--- src/hw/rtl/nfsa_pkg.sv ---
package nfsa_pkg;

    localparam int ACTION_W = 2;
    localparam int SITE_W   = 4;
    localparam int POS_W    = 16;
    localparam int CAP_W    = 16;
    localparam int CNT_W    = 16;
    localparam int CFG_W    = 5;

    localparam logic [ACTION_W-1:0] ACT_LOAD  = 2'd0;
    localparam logic [ACTION_W-1:0] ACT_PLACE = 2'd1;
    localparam logic [ACTION_W-1:0] ACT_READ  = 2'd2;

    localparam logic [1:0] RES_NONE   = 2'd0;
    localparam logic [1:0] RES_LOAD   = 2'd1;
    localparam logic [1:0] RES_READ   = 2'd2;
    localparam logic [1:0] RES_COMMIT = 2'd3;

    typedef struct packed {
        logic       take;
        logic       wr_load;
        logic       rd_site;
        logic       scan_start;
        logic       wr_commit;
        logic       res_set;
        logic [1:0] res_sel;
        logic       out_load;
    } nfsa_cmd_t;

    typedef struct packed {
        logic [ACTION_W-1:0] action;
        logic                idx_ok;
        logic                scan_busy;
        logic                out_free;
    } nfsa_status_t;

endpackage

--- src/hw/rtl/nfsa_ctrl.sv ---
module nfsa_ctrl
    import nfsa_pkg::*;
(
    input  logic         clk,
    input  logic         rst_n,
    input  logic         s_tvalid,
    output logic         s_tready,
    input  nfsa_status_t status,
    output nfsa_cmd_t    cmd
);

    localparam logic [2:0] ST_IDLE   = 3'd0;
    localparam logic [2:0] ST_DECODE = 3'd1;
    localparam logic [2:0] ST_RDWAIT = 3'd2;
    localparam logic [2:0] ST_SCAN   = 3'd3;
    localparam logic [2:0] ST_COMMIT = 3'd4;
    localparam logic [2:0] ST_DONE   = 3'd5;

    logic [2:0] state_reg;
    logic [2:0] state_next;

    assign s_tready = (state_reg == ST_IDLE);

    always_comb
    begin
        state_next = state_reg;
        cmd        = '0;
        cmd.res_sel = RES_NONE;
        case (state_reg)
            ST_IDLE:
            begin
                if (s_tvalid)
                begin
                    cmd.take   = 1'b1;
                    state_next = ST_DECODE;
                end
            end
            ST_DECODE:
            begin
                case (status.action)
                    ACT_LOAD:
                    begin
                        cmd.wr_load = status.idx_ok;
                        cmd.res_set = 1'b1;
                        cmd.res_sel = status.idx_ok ? RES_LOAD : RES_NONE;
                        state_next  = ST_DONE;
                    end
                    ACT_PLACE:
                    begin
                        cmd.scan_start = 1'b1;
                        state_next     = ST_SCAN;
                    end
                    ACT_READ:
                    begin
                        if (status.idx_ok)
                        begin
                            cmd.rd_site = 1'b1;
                            state_next  = ST_RDWAIT;
                        end
                        else
                        begin
                            cmd.res_set = 1'b1;
                            cmd.res_sel = RES_NONE;
                            state_next  = ST_DONE;
                        end
                    end
                    default:
                    begin
                        cmd.res_set = 1'b1;
                        cmd.res_sel = RES_NONE;
                        state_next  = ST_DONE;
                    end
                endcase
            end
            ST_RDWAIT:
            begin
                cmd.res_set = 1'b1;
                cmd.res_sel = RES_READ;
                state_next  = ST_DONE;
            end
            ST_SCAN:
            begin
                if (!status.scan_busy)
                begin
                    state_next = ST_COMMIT;
                end
            end
            ST_COMMIT:
            begin
                cmd.wr_commit = 1'b1;
                cmd.res_set   = 1'b1;
                cmd.res_sel   = RES_COMMIT;
                state_next    = ST_DONE;
            end
            ST_DONE:
            begin
                if (status.out_free)
                begin
                    cmd.out_load = 1'b1;
                    state_next   = ST_IDLE;
                end
            end
            default:
            begin
                state_next = ST_IDLE;
            end
        endcase
    end

    always_ff @(posedge clk or negedge rst_n)
    begin
        if (!rst_n)
        begin
            state_reg <= ST_IDLE;
        end
        else
        begin
            state_reg <= state_next;
        end
    end

endmodule

--- src/hw/rtl/nfsa_datapath.sv ---
module nfsa_datapath
    import nfsa_pkg::*;
#(
    parameter int MAX_SITES  = 16,
    parameter int COORD_BITS = 16
)
(
    input  logic                    clk,
    input  logic                    rst_n,
    input  logic                    cfg_wr_en,
    input  logic [CFG_W-1:0]        cfg_wr_data,
    input  logic [ACTION_W-1:0]     in_action,
    input  logic [SITE_W-1:0]       in_site_index,
    input  logic signed [POS_W-1:0] in_pos_x,
    input  logic signed [POS_W-1:0] in_pos_y,
    input  logic [CAP_W-1:0]        in_capacity,
    input  logic                    m_tready,
    input  nfsa_cmd_t               cmd,
    output nfsa_status_t            status,
    output logic                    out_valid,
    output logic                    out_found,
    output logic [SITE_W-1:0]       out_site,
    output logic [CNT_W-1:0]        out_count
);

    localparam int IDX_W  = (MAX_SITES > 1) ? $clog2(MAX_SITES) : 1;
    localparam int LIM_W  = $clog2(MAX_SITES + 1);
    localparam int CMP_W  = (LIM_W > CFG_W) ? LIM_W : CFG_W;
    localparam int DIFF_W = COORD_BITS + 1;
    localparam int DIST_W = COORD_BITS + 2;

    typedef struct packed {
        logic signed [COORD_BITS-1:0] x;
        logic signed [COORD_BITS-1:0] y;
        logic [CAP_W-1:0]             cap;
        logic [CNT_W-1:0]             occ;
    } entry_t;

    entry_t mem [MAX_SITES];
    logic [MAX_SITES-1:0] vld_reg;

    logic [CFG_W-1:0] sites_in_use_reg;

    // latched request
    logic [ACTION_W-1:0]          act_reg;
    logic [IDX_W-1:0]             idx_reg;
    logic [SITE_W-1:0]            site_raw_reg;
    logic                         idx_ok_reg;
    logic signed [COORD_BITS-1:0] px_reg;
    logic signed [COORD_BITS-1:0] py_reg;
    logic [CAP_W-1:0]             cap_reg;

    // scan pipeline
    logic             issuing_reg;
    logic [LIM_W-1:0] scan_idx_reg;
    logic [LIM_W-1:0] scan_idx_next;
    logic [CMP_W-1:0] lim_wide;
    logic [LIM_W-1:0] scan_limit;
    logic             s1_live_reg;
    logic             s2_live_reg;

    logic             rd_en;
    logic [IDX_W-1:0] rd_addr;
    entry_t           rd_entry_reg;
    logic             rd_vld_reg;
    logic [IDX_W-1:0] rd_idx_reg;

    logic [DIFF_W-1:0] dx;
    logic [DIFF_W-1:0] dy;
    logic [DIFF_W-1:0] adx;
    logic [DIFF_W-1:0] ady;
    logic [DIST_W-1:0] dist_sum;

    entry_t            s2_entry_reg;
    logic [DIST_W-1:0] s2_dist_reg;
    logic              s2_elig_reg;
    logic [IDX_W-1:0]  s2_idx_reg;

    logic              have_reg;
    entry_t            best_entry_reg;
    logic [DIST_W-1:0] best_dist_reg;
    logic [IDX_W-1:0]  best_idx_reg;
    logic              closer;
    logic              take_best;

    logic             wr_en;
    logic [IDX_W-1:0] wr_addr;
    entry_t           wr_data;

    logic              res_found_reg;
    logic [SITE_W-1:0] res_site_reg;
    logic [CNT_W-1:0]  res_count_reg;
    logic              out_valid_reg;
    logic              out_found_reg;
    logic [SITE_W-1:0] out_site_reg;
    logic [CNT_W-1:0]  out_count_reg;

    // configuration
    always_ff @(posedge clk or negedge rst_n)
    begin
        if (!rst_n)
        begin
            sites_in_use_reg <= '0;
        end
        else if (cfg_wr_en)
        begin
            sites_in_use_reg <= cfg_wr_data;
        end
    end

    always_ff @(posedge clk)
    begin
        if (cmd.take)
        begin
            act_reg      <= in_action;
            idx_reg      <= IDX_W'(in_site_index);
            site_raw_reg <= in_site_index;
            idx_ok_reg   <= (32'(in_site_index) < 32'(MAX_SITES));
            px_reg       <= COORD_BITS'(in_pos_x);
            py_reg       <= COORD_BITS'(in_pos_y);
            cap_reg      <= in_capacity;
        end
    end

    assign lim_wide = (CMP_W'(sites_in_use_reg) > CMP_W'(MAX_SITES)) ?
                      CMP_W'(MAX_SITES) : CMP_W'(sites_in_use_reg);
    assign scan_limit    = LIM_W'(lim_wide);
    assign scan_idx_next = scan_idx_reg + LIM_W'(1);

    always_ff @(posedge clk or negedge rst_n)
    begin
        if (!rst_n)
        begin
            issuing_reg  <= 1'b0;
            scan_idx_reg <= '0;
            s1_live_reg  <= 1'b0;
            s2_live_reg  <= 1'b0;
        end
        else
        begin
            s1_live_reg <= issuing_reg;
            s2_live_reg <= s1_live_reg;
            if (cmd.scan_start)
            begin
                issuing_reg  <= (scan_limit != '0);
                scan_idx_reg <= '0;
            end
            else if (issuing_reg)
            begin
                scan_idx_reg <= scan_idx_next;
                if (scan_idx_next == scan_limit)
                begin
                    issuing_reg <= 1'b0;
                end
            end
        end
    end

    // table read port
    assign rd_en   = issuing_reg | cmd.rd_site;
    assign rd_addr = issuing_reg ? scan_idx_reg[IDX_W-1:0] : idx_reg;

    always_ff @(posedge clk)
    begin
        if (rd_en)
        begin
            rd_entry_reg <= mem[rd_addr];
            rd_vld_reg   <= vld_reg[rd_addr];
            rd_idx_reg   <= rd_addr;
        end
    end

    // manhattan distance
    assign dx  = {rd_entry_reg.x[COORD_BITS-1], rd_entry_reg.x} -
                 {px_reg[COORD_BITS-1], px_reg};
    assign dy  = {rd_entry_reg.y[COORD_BITS-1], rd_entry_reg.y} -
                 {py_reg[COORD_BITS-1], py_reg};
    assign adx = dx[DIFF_W-1] ? (~dx + DIFF_W'(1)) : dx;
    assign ady = dy[DIFF_W-1] ? (~dy + DIFF_W'(1)) : dy;
    assign dist_sum = DIST_W'(adx) + DIST_W'(ady);

    always_ff @(posedge clk)
    begin
        s2_entry_reg <= rd_entry_reg;
        s2_dist_reg  <= dist_sum;
        s2_elig_reg  <= rd_vld_reg && (rd_entry_reg.cap > rd_entry_reg.occ);
        s2_idx_reg   <= rd_idx_reg;
    end

    // tie-break: smaller x, then smaller y, then first seen
    assign closer = (s2_dist_reg < best_dist_reg) ||
                    ((s2_dist_reg == best_dist_reg) &&
                     ($signed(s2_entry_reg.x) < $signed(best_entry_reg.x))) ||
                    ((s2_dist_reg == best_dist_reg) &&
                     (s2_entry_reg.x == best_entry_reg.x) &&
                     ($signed(s2_entry_reg.y) < $signed(best_entry_reg.y)));
    assign take_best = s2_live_reg && s2_elig_reg && (!have_reg || closer);

    always_ff @(posedge clk or negedge rst_n)
    begin
        if (!rst_n)
        begin
            have_reg <= 1'b0;
        end
        else if (cmd.scan_start)
        begin
            have_reg <= 1'b0;
        end
        else if (take_best)
        begin
            have_reg <= 1'b1;
        end
    end

    always_ff @(posedge clk)
    begin
        if (take_best)
        begin
            best_entry_reg <= s2_entry_reg;
            best_dist_reg  <= s2_dist_reg;
            best_idx_reg   <= s2_idx_reg;
        end
    end

    // table write port
    assign wr_en   = cmd.wr_load | (cmd.wr_commit & have_reg);
    assign wr_addr = cmd.wr_load ? idx_reg : best_idx_reg;

    always_comb
    begin
        if (cmd.wr_load)
        begin
            wr_data.x   = px_reg;
            wr_data.y   = py_reg;
            wr_data.cap = cap_reg;
            wr_data.occ = '0;
        end
        else
        begin
            wr_data     = best_entry_reg;
            wr_data.occ = best_entry_reg.occ + CNT_W'(1);
        end
    end

    always_ff @(posedge clk)
    begin
        if (wr_en)
        begin
            mem[wr_addr] <= wr_data;
        end
    end

    always_ff @(posedge clk or negedge rst_n)
    begin
        if (!rst_n)
        begin
            vld_reg <= '0;
        end
        else if (cmd.wr_load)
        begin
            vld_reg[idx_reg] <= 1'b1;
        end
    end

    // result
    always_ff @(posedge clk)
    begin
        if (cmd.res_set)
        begin
            case (cmd.res_sel)
                RES_LOAD:
                begin
                    res_found_reg <= 1'b1;
                    res_site_reg  <= site_raw_reg;
                    res_count_reg <= '0;
                end
                RES_READ:
                begin
                    res_found_reg <= 1'b1;
                    res_site_reg  <= site_raw_reg;
                    res_count_reg <= rd_vld_reg ? rd_entry_reg.occ : '0;
                end
                RES_COMMIT:
                begin
                    res_found_reg <= have_reg;
                    res_site_reg  <= have_reg ? SITE_W'(best_idx_reg) : '0;
                    res_count_reg <= have_reg ? (best_entry_reg.occ + CNT_W'(1)) : '0;
                end
                default:
                begin
                    res_found_reg <= 1'b0;
                    res_site_reg  <= '0;
                    res_count_reg <= '0;
                end
            endcase
        end
    end

    always_ff @(posedge clk or negedge rst_n)
    begin
        if (!rst_n)
        begin
            out_valid_reg <= 1'b0;
        end
        else if (cmd.out_load)
        begin
            out_valid_reg <= 1'b1;
        end
        else if (m_tready)
        begin
            out_valid_reg <= 1'b0;
        end
    end

    always_ff @(posedge clk)
    begin
        if (cmd.out_load)
        begin
            out_found_reg <= res_found_reg;
            out_site_reg  <= res_site_reg;
            out_count_reg <= res_count_reg;
        end
    end

    assign out_valid = out_valid_reg;
    assign out_found = out_found_reg;
    assign out_site  = out_site_reg;
    assign out_count = out_count_reg;

    assign status.action    = act_reg;
    assign status.idx_ok    = idx_ok_reg;
    assign status.scan_busy = issuing_reg | s1_live_reg | s2_live_reg;
    assign status.out_free  = !out_valid_reg || m_tready;

endmodule

--- src/hw/rtl/nearest_free_slot_allocator.sv ---
// Nearest free slot allocator.
// Input stream s_*: one request per handshake; s_tuser is the action
// (load site, place, read count), s_tdata carries site index, x, y, capacity.
// Output stream m_*: exactly one result per request; m_tuser is the found
// flag, m_tdata carries the site index and its occupancy count.
// cfg_wr_en/cfg_wr_data set the number of sites searched; write only while idle.
// A place scans the site table one entry per cycle through a single read
// port, followed by a two stage distance and compare pipeline, then the
// incremented count is written back. A new request is accepted from the
// cycle after the previous result is loaded into the output register.
// Reset clears the search count and all site valid flags; no clearing pass
// is needed. When the receiver stalls, the result holds in the output
// register, the block still accepts one more request and finishes it, then
// waits until the output register frees.
module nearest_free_slot_allocator
    import nfsa_pkg::*;
#(
    parameter int MAX_SITES  = 16,
    parameter int COORD_BITS = 16
)
(
    input  logic              clk,
    input  logic              rst_n,
    input  logic              cfg_wr_en,
    input  logic [CFG_W-1:0]  cfg_wr_data,
    input  logic              s_tvalid,
    output logic              s_tready,
    input  logic [55:0]       s_tdata,   // site_index, pos_x, pos_y, capacity, zero pad
    input  logic [1:0]        s_tuser,   // action
    output logic              m_tvalid,
    input  logic              m_tready,
    output logic [23:0]       m_tdata,   // chosen_site, site_count, zero pad
    output logic              m_tuser    // found
);

    nfsa_cmd_t    cmd;
    nfsa_status_t status;

    logic              out_found;
    logic [SITE_W-1:0] out_site;
    logic [CNT_W-1:0]  out_count;

    nfsa_ctrl u_ctrl
    (
        .clk      (clk),
        .rst_n    (rst_n),
        .s_tvalid (s_tvalid),
        .s_tready (s_tready),
        .status   (status),
        .cmd      (cmd)
    );

    nfsa_datapath #(
        .MAX_SITES  (MAX_SITES),
        .COORD_BITS (COORD_BITS)
    ) u_datapath
    (
        .clk           (clk),
        .rst_n         (rst_n),
        .cfg_wr_en     (cfg_wr_en),
        .cfg_wr_data   (cfg_wr_data),
        .in_action     (s_tuser),
        .in_site_index (s_tdata[3:0]),
        .in_pos_x      ($signed(s_tdata[19:4])),
        .in_pos_y      ($signed(s_tdata[35:20])),
        .in_capacity   (s_tdata[51:36]),
        .m_tready      (m_tready),
        .cmd           (cmd),
        .status        (status),
        .out_valid     (m_tvalid),
        .out_found     (out_found),
        .out_site      (out_site),
        .out_count     (out_count)
    );

    assign m_tdata = {4'b0000, out_count, out_site};
    assign m_tuser = out_found;

endmodule

--- config.mk ---
export PLATFORM = sky130hd
export DESIGN_NAME = nearest_free_slot_allocator
export DESIGN_NICKNAME = d
export VERILOG_FILES = /design/src/hw/rtl/nfsa_pkg.sv /design/src/hw/rtl/nfsa_ctrl.sv /design/src/hw/rtl/nfsa_datapath.sv /design/src/hw/rtl/nearest_free_slot_allocator.sv
export SDC_FILE = /design/constraint.sdc
export NUM_CORES = 2
export LEC_CHECK = 0
export BUFFER_PORTS_ARGS = -buffer_cell sky130_fd_sc_hd__buf_4
export CAP_MARGIN = 20
export CORE_UTILIZATION = 30
export CTS_BUF_LIST = sky130_fd_sc_hd__clkbuf_8
export DETAILED_ROUTE_END_ITERATION = 10
export PLACE_DENSITY = 0.57
export SYNTH_ARGS = -nofsm -noshare
export SYNTH_HDL_FRONTEND = slang
export SYNTH_SLANG_ARGS = --single-unit
--- constraint.sdc ---
create_clock -name clk -period 4.65 [get_ports clk]
set_input_delay 0.2325 -clock clk [delete_from_list [all_inputs] [get_ports clk]]
set_output_delay 0.2325 -clock clk [all_outputs]
set_load 0.02 [all_outputs]
==> metrics <==
Final Max Slew Viols 0; global-route wire length before repair 233000 um; initial cell density of the core 0.302; remaining routing DRC violations 2; via count of the first global-routing pass 37000; reported max-cap violation count 0; fraction of layout instances using a drive strength above 1 0.120; CP Data Arrival Time 5.21 ns; number of buffers added by the clock tree synthesis step 216; Final nets 5091; ordered cell list for the critical path ha_2 -> fa_2 -> nand2b_1 -> a211o_1 -> a211oi_2 -> or2_4 -> a21oi_1 -> o21ai_2 -> buf_4 -> nor2_1 -> xnor2_1 -> ha_1 -> nand2_1 -> or4b_4 -> nand3_4 -> a2bb2oi_4 -> a21oi_2 -> o21a_1 -> xnor2_1; clk sinks 1396; number of DRC violations after detailed-routing iteration 0 3026; Top reg by flops u_datapath.mem; Clock Root Buffer clkbuf_8; Sw Pwr 18.7 mW; critical path's top delay family compound AO/OA/AOI/OAI gates; number of I/O pins 95; layout overhead on the synthesized area 18.3%; Hold Violations, Final 0; width of the chip 439 um; number of buffers between clock root and the deepest sink 3; source-to-sink clock delay at the later pin of the worst-skew pair 0.95 ns; part of the total power dissipated in the clock network 0.205; predominant post-synthesis flop cell edfxtp_1; headroom to the max-slew limit 0.291; crit path buf inv count 1; via count 37200; number of rows created at floorplan 160; Final Critical Period 4.41 ns; final critical-path share of the clock period 0.949; classification of the worst-slack hold path input pin to flip-flop; post-CTS clock slew at the launch and capture registers of the worst setup and hold paths 0.06 ns; average footprint of a synthesized cell 12.6 um^2; Die ar. 193000 um^2; flip-flop count of the largest register after layout 1024; routed wire length 156000 um; reported leakage power 24.5 nW; clock tree from TritonCTS yes; Worst-Margin Slew 1.06 ns; port buffer count 86; maximum cell stage delay along the critical path 0.55 ns; remaining global-route overflow 0; result of the run finished, violations left; ratio of total power to cell area 705 nW/um^2; Comb power frac 0.433; number of antenna-violating nets in the routed design 0; aggregate global-route resource usage 0.159; WL per Instance 20.5 um; failing checks design-rule violations; total power of the final layout 47.8 mW; worst setup margin 0.236 ns; cell with the largest stage delay on the worst path or4b_4; Post-synth EDFFs 1275; placement-stage worst setup slack -0.0921 ns; setup TNS 0 ns; antenna violations before repair 2; Floorplan Core Area 190000 um^2; fraction of registers with async set or reset after synthesis 0.0244; switching part of the total 0.392; Reg power frac 0.362; peak fanout along the critical path 6; critical path data required time 5.45 ns; Critical Path Sink Type flip-flop; HPWL after detailed placement 85600 um; Mapped Cells 4550; number of warnings reported in the yosys synthesis log 0; Peak Freq 227 MHz; final setup fails 0; startpoint class of the critical path flip-flop; largest vdd supply drop 1.16 mV; class of the most critical setup path flip-flop to flip-flop; Most Frequent Cell on Critical Path xnor2_1; internal power 29.0 mW; largest net degree at the start of global routing 175; Chip Height 439 um; CTS HTree Levels 4; utilization after layout 0.357; Via density 4.90; total standard cell area after synthesis 57300 um^2; sequential-to-total area share from yosys stat 0.713; final weighted congestion of routability-driven global placement 0.798; Cell variety after synth 86; post-synthesis register bit count 1396; setup clock skew after layout 0.0507 ns; Detailed Routing Iterations Pass 1 8
==> area by class of cell <==
cell class / instances / area [um^2]
Multi-Input combinational cell: 2765 / 15200
Tap cell: 2511 / 3140
Clock inverter: 161 / 828
Sequential cell: 1396 / 40900
Timing Repair Buffer: 381 / 3900
Clock buffer: 238 / 3280
Fill cell: 18200 / 122000
Antenna cell: 2 / 5.00
Inverter: 136 / 527
==> power groups by stage <==
stage	Clock [mW]	Combinational [mW]	Sequential, mW
CTS	10.0	19.9	17.3
floorplan	0	13.2	17.2
finish	9.79	20.7	17.3
global route	10.5	22.8	17.4
detailed placement	0	19.7	17.6
global placement	0	19.4	17.5
==> worst reg2reg max path, stage by stage (launching register included) <==
cell and delay (ns):
edfxtp_1 0.41, ha_2 0.22, fa_2 0.34, nand2b_1 0.16, a211o_1 0.34, a211oi_2 0.32
or2_4 0.18, a21oi_1 0.09, o21ai_2 0.29, buf_4 0.17, nor2_1 0.05, xnor2_1 0.14
ha_1 0.31, nand2_1 0.09, or4b_4 0.55, nand3_4 0.10, a2bb2oi_4 0.16, a21oi_2 0.09
o21a_1 0.20, xnor2_1 0.13
==> synth_stat cells, drive strengths merged (18+ instances only) <==
cell / number / area, um^2
a21o: 31 / 233
a21oi: 60 / 312
a311oi: 131 / 1150
a31oi: 76 / 475
and3: 73 / 457
clkbuf: 245 / 920
dfrtp: 34 / 851
dfxtp: 87 / 1740
edfxtp: 1275 / 38300
ha: 124 / 1550
inv: 136 / 510
nand2: 1191 / 4470
nand2b: 20 / 125
nand3: 544 / 2730
nand4: 18 / 113
nor2: 93 / 349
nor2b: 18 / 113
nor3: 22 / 115
o21a: 18 / 135
o21ai: 94 / 485
xnor2: 48 / 420
xor2: 36 / 323
==> through the flow <==
step	std cells	hold WS, ns	cell area, um^2
after floorplan	4553	-0.0631	57300
after global placement	7051	0.218	62200
after detailed placement	7051	0.228	62200
after CTS	7577	0.00263	67600
after global routing	7589	0.0461	67800
final	7590	0.104	67800
==> layer usage <==
metal  track usage  routed length [um]  part of all wire
met3        0.0241                7600             0.049
met1         0.202               66000              0.42
met2         0.275               78100              0.50
met4        0.0547                4210             0.027
met5             0                   0                 0
==> layout by cell type (no fill, tap or decap), drive strengths merged, types with 11 or more instances in the layout <==
cell type / netlist / final
a21o: 31 / 31
a21oi: 60 / 60
a311oi: 131 / 131
a31oi: 76 / 76
and2: 11 / 11
and3: 73 / 73
buf: 12 / 255
clkbuf: 245 / 238
clkinv: 0 / 63
dfrtp: 34 / 34
dfxtp: 87 / 87
dlygate4sd3: 0 / 126
edfxtp: 1275 / 1275
ha: 124 / 124
inv: 136 / 222
nand2: 1191 / 1191
nand2b: 20 / 20
nand3: 544 / 544
nand4: 18 / 18
nor2: 93 / 93
nor2b: 18 / 18
nor3: 22 / 22
o21a: 18 / 18
o21ai: 94 / 94
o21bai: 16 / 16
or3: 11 / 11
xnor2: 48 / 48
xor2: 36 / 36
==> worst paths after layout <==
| path | start | cells past startpoint | to | slack, ns |
|---|---|---|---|---|
| min reg2reg | u_datapath.rd_idx_reg[0] | 0 | u_datapath.s2_idx_reg[0] | 0.34 |
| max in group asynchronous | rst_n | 4 | u_ctrl.state_reg[0] | 4.13 |
| max | u_datapath.py_reg[0] | 19 | u_datapath.s2_dist_reg[15] | 0.24 |
| min | s_tdata[14] | 2 | u_datapath.px_reg[10] | 0.10 |
| max reg2reg | u_datapath.py_reg[0] | 19 | u_datapath.s2_dist_reg[15] | 0.24 |
| min in group asynchronous | rst_n | 4 | u_datapath.sites_in_use_reg[2] | 0.32 |
==> timing repair <==
action / CTS / global route
resized for setup: 3 / 22
setup buffers: 0 / 7
setup endpoints to repair: 5 / 10
pin swaps: 1 / 13
hold buffers: 127 / 0
gates cloned: 0 / 1
hold endpoints to repair: 127 / 0
==> cells by family (layout without fill, tap and decap cells) <==
kind of cell / count (synthesis) / after routing / synth area share
buffers and inverters: 393 / 916 / 0.0262
AOI/OAI and AO/OA: 499 / 500 / 0.0616
xor gates and xnor gates: 84 / 84 / 0.0130
muxes: 11 / 11 / 0.00205
DFF: 1396 / 1396 / 0.713
and+or+nand+nor: 2039 / 2039 / 0.156
adders and majority gates: 127 / 127 / 0.0281
other: 1 / 6 / 0.0000654
(Power assumes the default switching activity.)
